### config.mk
export PLATFORM = sky130hd
export DESIGN_NAME = lmpc_mul
export DESIGN_NICKNAME = d
export VERILOG_FILES = /design/src/hdl/lmpc_pkg.sv /design/src/hdl/lmpc_mul.sv
export SDC_FILE = /design/constraint.sdc
export NUM_CORES = 2
export LEC_CHECK = 0
export BUFFER_PORTS_ARGS = -buffer_cell sky130_fd_sc_hd__buf_2
export CAP_MARGIN = 20
export CORE_MARGIN = 8
export CORE_UTILIZATION = 30
export CTS_CLUSTER_SIZE = 20
export DETAILED_ROUTE_END_ITERATION = 10
export GPL_ROUTABILITY_DRIVEN = 1
export GPL_TIMING_DRIVEN = 0
export SLEW_MARGIN = 20
export SYNTH_ARGS = -nofsm -noshare
export SYNTH_HDL_FRONTEND = slang
export SYNTH_SLANG_ARGS = --single-unit
### constraint.sdc
create_clock -name clk -period 7.17 [get_ports clk]
set_input_delay 0 -clock clk [delete_from_list [all_inputs] [get_ports clk]]
set_output_delay 0 -clock clk [all_outputs]
set_load 0.05 [all_outputs]
### src/hdl/lmpc_pkg.sv
// Shared types, constants and fixed-point helpers of the lateral MPC steering solver.
// Depends on nothing; every other file refers to it by scoped names.
`default_nettype none
package lmpc_pkg;

  // Horizon and iteration bounds.
  localparam int N        = 16;
  localparam int HW       = $clog2(N);
  localparam int KW       = HW + 1;
  localparam int MAX_ITER = 128;
  localparam int ITW      = $clog2(MAX_ITER + 1);

  // Fixed weights and speed limits, Q16.16.
  localparam logic signed [31:0] TERMINAL_LATERAL_WEIGHT = 32'sd6553600;
  localparam logic signed [31:0] TERMINAL_YAW_WEIGHT     = 32'sd1638400;
  localparam logic signed [31:0] SPEED_MAX               = 32'sd131072;
  localparam logic signed [31:0] SPEED_FALLBACK          = 32'sd32768;

  // Solver constants: step size, momentum, speed floor, stop threshold.
  localparam logic signed [31:0] Q_ALPHA          = 32'sd655;
  localparam logic signed [31:0] Q_BETA           = 32'sd58982;
  localparam logic signed [31:0] Q_ONE_MINUS_BETA = 32'sd6554;
  localparam logic signed [31:0] Q_SPEED_FLOOR    = 32'sd6554;
  localparam logic [63:0]        Q_STOP_SQ        = 64'd43;

  // Configuration register indexes.
  localparam logic [2:0] CFG_TIME_STEP     = 3'd0;
  localparam logic [2:0] CFG_INV_WHEELBASE = 3'd1;
  localparam logic [2:0] CFG_LATERAL_W     = 3'd2;
  localparam logic [2:0] CFG_YAW_W         = 3'd3;
  localparam logic [2:0] CFG_EFFORT_W      = 3'd4;
  localparam logic [2:0] CFG_RATE_W        = 3'd5;
  localparam logic [2:0] CFG_STEER_LIMIT   = 3'd6;
  localparam logic [2:0] CFG_RATE_LIMIT    = 3'd7;

  typedef logic signed [31:0] q_t;

  // Operands of the shared multiplier.
  typedef struct packed {
    q_t a;
    q_t b;
  } mul_req_t;

  // Sequencer states.
  typedef enum logic [13:0] {
    S_IDLE   = 14'b00000000000001,
    S_SETUP  = 14'b00000000000010,
    S_PROP   = 14'b00000000000100,
    S_HSTART = 14'b00000000001000,
    S_HMUL1  = 14'b00000000010000,
    S_HMUL2  = 14'b00000000100000,
    S_HACC   = 14'b00000001000000,
    S_HFIN   = 14'b00000010000000,
    S_GINIT  = 14'b00000100000000,
    S_GRAD   = 14'b00001000000000,
    S_UPD    = 14'b00010000000000,
    S_RATE   = 14'b00100000000000,
    S_NORM   = 14'b01000000000000,
    S_OUT    = 14'b10000000000000
  } state_t;

  // Saturate a 34-bit sum to 32 bits.
  function automatic q_t sat34(input logic signed [33:0] x);
    q_t r;
    if (x > 34'sh0_7FFF_FFFF) r = 32'sh7FFF_FFFF;
    else if (x < 34'sh3_8000_0000) r = 32'sh8000_0000;
    else r = x[31:0];
    return r;
  endfunction

  function automatic q_t qadd(input q_t a, input q_t b);
    return sat34(34'(a) + 34'(b));
  endfunction

  function automatic q_t qsub(input q_t a, input q_t b);
    return sat34(34'(a) - 34'(b));
  endfunction

  function automatic q_t qdbl(input q_t a);
    return sat34(34'(a) + 34'(a));
  endfunction

  // Round a raw Q32.32 product to Q16.16 (floor after adding one half) and saturate.
  function automatic q_t qround(input logic signed [63:0] p);
    logic signed [63:0] t;
    q_t r;
    t = (p + 64'sd32768) >>> 16;
    if (t > 64'sd2147483647) r = 32'sh7FFF_FFFF;
    else if (t < -64'sd2147483648) r = 32'sh8000_0000;
    else r = t[31:0];
    return r;
  endfunction

endpackage
`default_nettype wire

### src/hdl/lmpc_mul.sv
// Shared 32x32 signed multiplier of the solver with a registered raw product.
// Gives the raw product and its rounded, saturated Q16.16 value; uses lmpc_pkg.
`default_nettype none
module lmpc_mul (
  input  wire logic              clk,
  input  wire lmpc_pkg::mul_req_t req,
  output logic signed [63:0]     prod,
  output lmpc_pkg::q_t           qv
);

  logic signed [63:0] prod_r;

  // One product per cycle, registered.
  always_ff @(posedge clk) begin
    prod_r <= 64'(req.a) * 64'(req.b);
  end

  assign prod = prod_r;
  assign qv   = lmpc_pkg::qround(prod_r);

endmodule
`default_nettype wire

## Yosys cells after proc, flatten, opt, wreduce, memory -nomap -nowiden

Cells that the tools add are included.

- Add/subtract/negate cells: 1
- Multipliers: 1
- Divide/modulo/power cells: 0
- $lt $le $gt $ge: 2
- Equality and inequality tests: 0
- Shifts and indexed selects: 0
- Mux-type cells: 2
- Bitwise logic cells: 0
- Reductions and logical operators: 0

Operator list:

| cell | count |
|---|---|
| $add A64 B17 Y64 const B | 1 |
| $mul A32 B32 Y64 | 1 |
| $mux W32 | 2 |
| $gt A48 B32 Y1 const B | 1 |
| $lt A48 B32 Y1 const B | 1 |

- Flip-flop bits (word level): 64
- Bits in latches: 0
- Memory bits (writable): 0
- Bits in read-only memories: 0
- Input bits: 65
- Word-level logic and storage cells: 7
- Memories: 0

## Depth between registers and ports, before layout

- Word-level depth: 4
- Gate-level depth with buffers: 29
- Depth with buffers taken out: 27

## Worst setup path after synthesis

Ideal clock, no wire load.

- Path type: in2reg
- Start point: in req[63] in the netlist's numbering
- End point: reg prod_r[60] (netlist: prod[60])
- Setup time: 0.073 ns
- Arrival: 7.217 ns
- Data required time: 7.097 ns
- Path slack: -0.119 ns
- Stages: 25
- Path buffers: 1
- Path through: clkbuf_1 -> nand2_1 -> inv_1 -> fa_1 -> fa_1 -> fa_1 -> inv_1 -> fa_1 -> inv_1 -> fa_1 -> fa_1 -> inv_1 -> fa_1 -> fa_1 -> inv_1 -> ha_1 -> a21o_1 -> a21oi_1 -> o21bai_1 -> a21oi_1 -> nor2b_1 -> o21a_1 -> o21a_1 -> a311oi_1 -> xnor2_1

- Word-level cells in the longest chain between the ends: 1

RTL lines:

| what | RTL line | text |
|---|---|---|
| start, declared | lmpc_mul.sv:6 | `input wire lmpc_pkg::mul_req_t req,` |
| $mul A32 B32 Y64 | lmpc_mul.sv:15 | `prod_r <= 64'(req.a) * 64'(req.b);` |
| end signal, assigned | lmpc_mul.sv:15 |  |
| end, declared | lmpc_mul.sv:11 | `logic signed [63:0] prod_r;` |

Every way passes these cells.

## Final worst setup path

- Start point: in req[35] in the netlist's numbering
- End point: reg prod_r[61] (netlist: prod[61])

Same word-level chain as after synthesis.

==> results by stage <==
Status:
- The run finished with clean final reports.

Route:
- For this run, design rule violations remaining after detail routing come to 0.
- The first-pass iteration count of the detailed router is 5.
- The routed wirelength normalized by instance count is 24.1 um.
- The routed via count divided by cell count is 4.99.
- The number of DRC markers in iteration 0 is 2319.
- The final route contains 30884 vias.
- The final antenna-violating net count is 0.
- Summed over all layers, the routed wires come to 149 mm.

Synthesis:
- Yosys attributes the largest share of cell area to fa_1, inv_1, and2_1.
- The area fraction in and, or, nand and nor cells after synthesis is 16.7%.
- For this run, the number of Yosys warnings is 0.
- Summed over its instances, the top area cell type makes up 55.5% of the synthesized netlist area.
- In the synthesized netlist, the cells that appear most often are fa_1, inv_1, nand2_1.
- By area, the combinational part of the netlist is dominated by adder cells.
- The gate count of the mapped netlist is 4211.
- The number of synthesized flops with an enable pin is 0.
- The leading register cell type out of synthesis is dfxtp_1.
- By instance count, the leading cell after synthesis is fa_1.
- For this run, the register share of the synthesized area comes to 3.28%.
- The mean instance size in the synthesized netlist is 9.26 um2.
- The number of nets produced by synthesis is 5543.
- The number of register bits inferred by synthesis is 64.
- The count of distinct cell types in the synthesized netlist is 67.
- In this run the cell area of the synthesized design comes to 0.0390 mm2.
- The synthesized netlist devotes 61.5% of its cell area to adder and majority cells.
- The mux cell area share after synthesis is 0.180%.
- The xor and xnor fraction of the mapped netlist area is 2.42%.
- The leading area contributor after synthesis is fa_1.
- The synthesized netlist devotes 4.13% of its cell area to compound gates.
- The share of synthesized registers carrying an async set or reset is 0%.

Die:
- The count of pins on the block boundary is 161.
- The area of the placeable core is 0.129 mm2.
- The width of the die is 377 um.
- The die outline area is 0.142 mm2.
- The starting density of the core is 30.2%.
- The die height is 377 um.
- The placement row count is 132.

STA:
- The remaining max-slew budget at the tightest pin is 31.5%.
- The slew at the pin closest to its max-slew limit is 1.03 ns.
- The worst path setup slack after routing is 0.0538 ns.
- The maximum clock frequency is 141 MHz.
- In the finished design, the share of the clock period the worst path needs comes to 99.2%.
- The max-slew violation total from the final report came to 0.
- Counting I/O delays and the setup requirement, the final critical path takes 7.12 ns.
- Setup repair after global routing could not meet its margin everywhere.
- The count of final hold-check violations came to 0.
- Setup violations remaining at the end of the flow were counted as 0.

Global route:
- The pin count of the biggest net entering global routing is 19.
- The global-route wire length before repair is 219 mm.
- Global routing used 25.6% of the available met1 tracks.
- The number of global-route vias before repair was 33589.
- Global routing used 21.0% of the available tracks.
- After global routing the overflow that remains totals 0.
- Global routing used 34.3% of the available met2 tracks.
- The number of antenna violations at the first check in global routing is 24.
- The most heavily used metal layer in global routing is met2.
- In the global route stage, met3 resource usage came out at 4.51%.

CTS:
- TritonCTS built the clock tree.
- The longest clock path from root to sink contains 2 buffers.
- The CTS H-tree depth is 3.
- The CTS clock-pin slew for the worst setup and hold paths is 0.05 ns.
- The tree is rooted in a clkbuf_16.
- The CTS sink count is 64.
- The number of buffers added by the clock tree synthesis step is 9.

Placed design:
- Detailed placement finished with a half-perimeter wire length of 126 mm.
- The count of port buffers added during placement is 160.
- The congestion estimate from routability-driven global placement came to 1.01.
- OpenSTA, run right after detailed placement, puts the worst setup slack at -1.86 ns.
- The post-detailed-placement cell area is 0.0420 mm2.

Setup path:
- Among all stages on the critical path, the largest delay is contributed by fa_1.
- The largest incremental delay on the critical path is 0.60 ns.
- In this run the worst path has a maximum fanout of 11.
- Traced cell by cell, the critical path runs through buf_2 -> clkbuf_2 -> and2_1 -> fa_1 -> fa_1 -> fa_1 -> fa_1 -> fa_1 -> fa_1 -> fa_1 -> inv_1 -> fa_1 -> inv_1 -> ha_2 -> nand4_1 -> nor2_2 -> a221oi_4 -> a211oi_2 -> a211oi_2 -> a21o_1 -> nor2b_4 -> o21a_1 -> o311ai_2.
- The most frequent cell on the critical path is fa_1.
- The sort of element at the end of the critical path is a register.
- The required time of the critical path is 7.39 ns.
- The number of buffers and inverters on the critical path is 4.
- STA classifies the critical path startpoint as an input port.
- The start-to-end type of the worst setup path is input port to register.
- The data arrival time of the critical path is 7.34 ns.
- The kind of cell adding the most delay to the critical path is adder cells.

Final layout:
- The area occupied by multi-input gates is 0.0337 mm2.
- Cells with a size suffix above 1 make up 12.4% of the layout.
- The area added between synthesis and finish is 13.6%.
- The flip-flop count of the largest register after layout is 64.
- The final core utilization is 34.3%.
- The total area of sequential cells is 0.00128 mm2.
- Counting the fill cells in the layout gives 13312.
- After routing the design area is 0.0443 mm2.
- After the last flow step, the layout net total stands at 5760.

Flow run:
- The tool flagged a number of max-cap violations equal to 0.

Worst hold path:
- The path class of the tightest hold or removal check is input port to register.
layout by cell type, fill, tap and decap left out, drive strengths merged, types with 12 or more instances in the layout:
cell,count
fa,1082
inv,993
nand2,560
and2,506
buf,301
ha,185
clkbuf,138
nor2,68
a21oi,68
xnor2,67
dfxtp,64
o21ai,56
xor2,41
nand3,27
a21o,26
nand4,26
nor3,25
nor2b,21
diode,18
nand2b,17
and3,16
o21bai,15
a211oi,12
cell families after synthesis:
| group | count (synthesis) |
|---|---|
| xor gates and xnor gates | 108 |
| DFF | 64 |
| muxes | 7 |
| buffers and inverters | 1219 |
| and+or+nand+nor | 1295 |
| adders and majority gates | 1267 |
| AOI/OAI and AO/OA | 251 |
stage by stage:
stage / hold slack [ns] / instances / setup TNS (ns)
global route: 0.0366 / 6177 / -0.181
floorplan: 0.122 / 4211 / 0
global placement: 0.337 / 6113 / -40.96
CTS: 0.0248 / 6139 / 0
finish: 0.0471 / 6192 / 0
detailed placement: 0.353 / 6113 / -41.06
layer usage:
metal  vias up  share of wire, %
met2      1602                46
met1     16143                37
met4         8               7.4
met5         -             0.028
met3       463               9.1
li1      12668                 -
final cells by class:
type / count / share of cell area [%]
clock inverter: 4 / 0.102
inverter: 996 / 8.47
multi-input combinational: 2928 / 76.1
antenna: 18 / 0.102
tap: 1742 / 4.92
timing repair buffer: 222 / 3.02
sequential: 64 / 2.89
clock buffer: 11 / 0.548
buffer: 207 / 3.86
final timing paths:
path / startpoint / end / cells after the start
setup / recovery: req[35] / prod[61] / 23
hold / removal: req[32] / prod[0] / 2
what timing repair did:
item	CTS	global route
cloned	0	1
gates resized for setup	361	322
hold endpoints to repair	1	0
hold buffers	1	0
endpoints found under the setup margin	36	24
buffers inserted	24	37
pin swaps	23	60
Power is left out: the tool's default activity adds up to more than one toggle a clock period on the data nets, which glitch-free logic cannot reach.
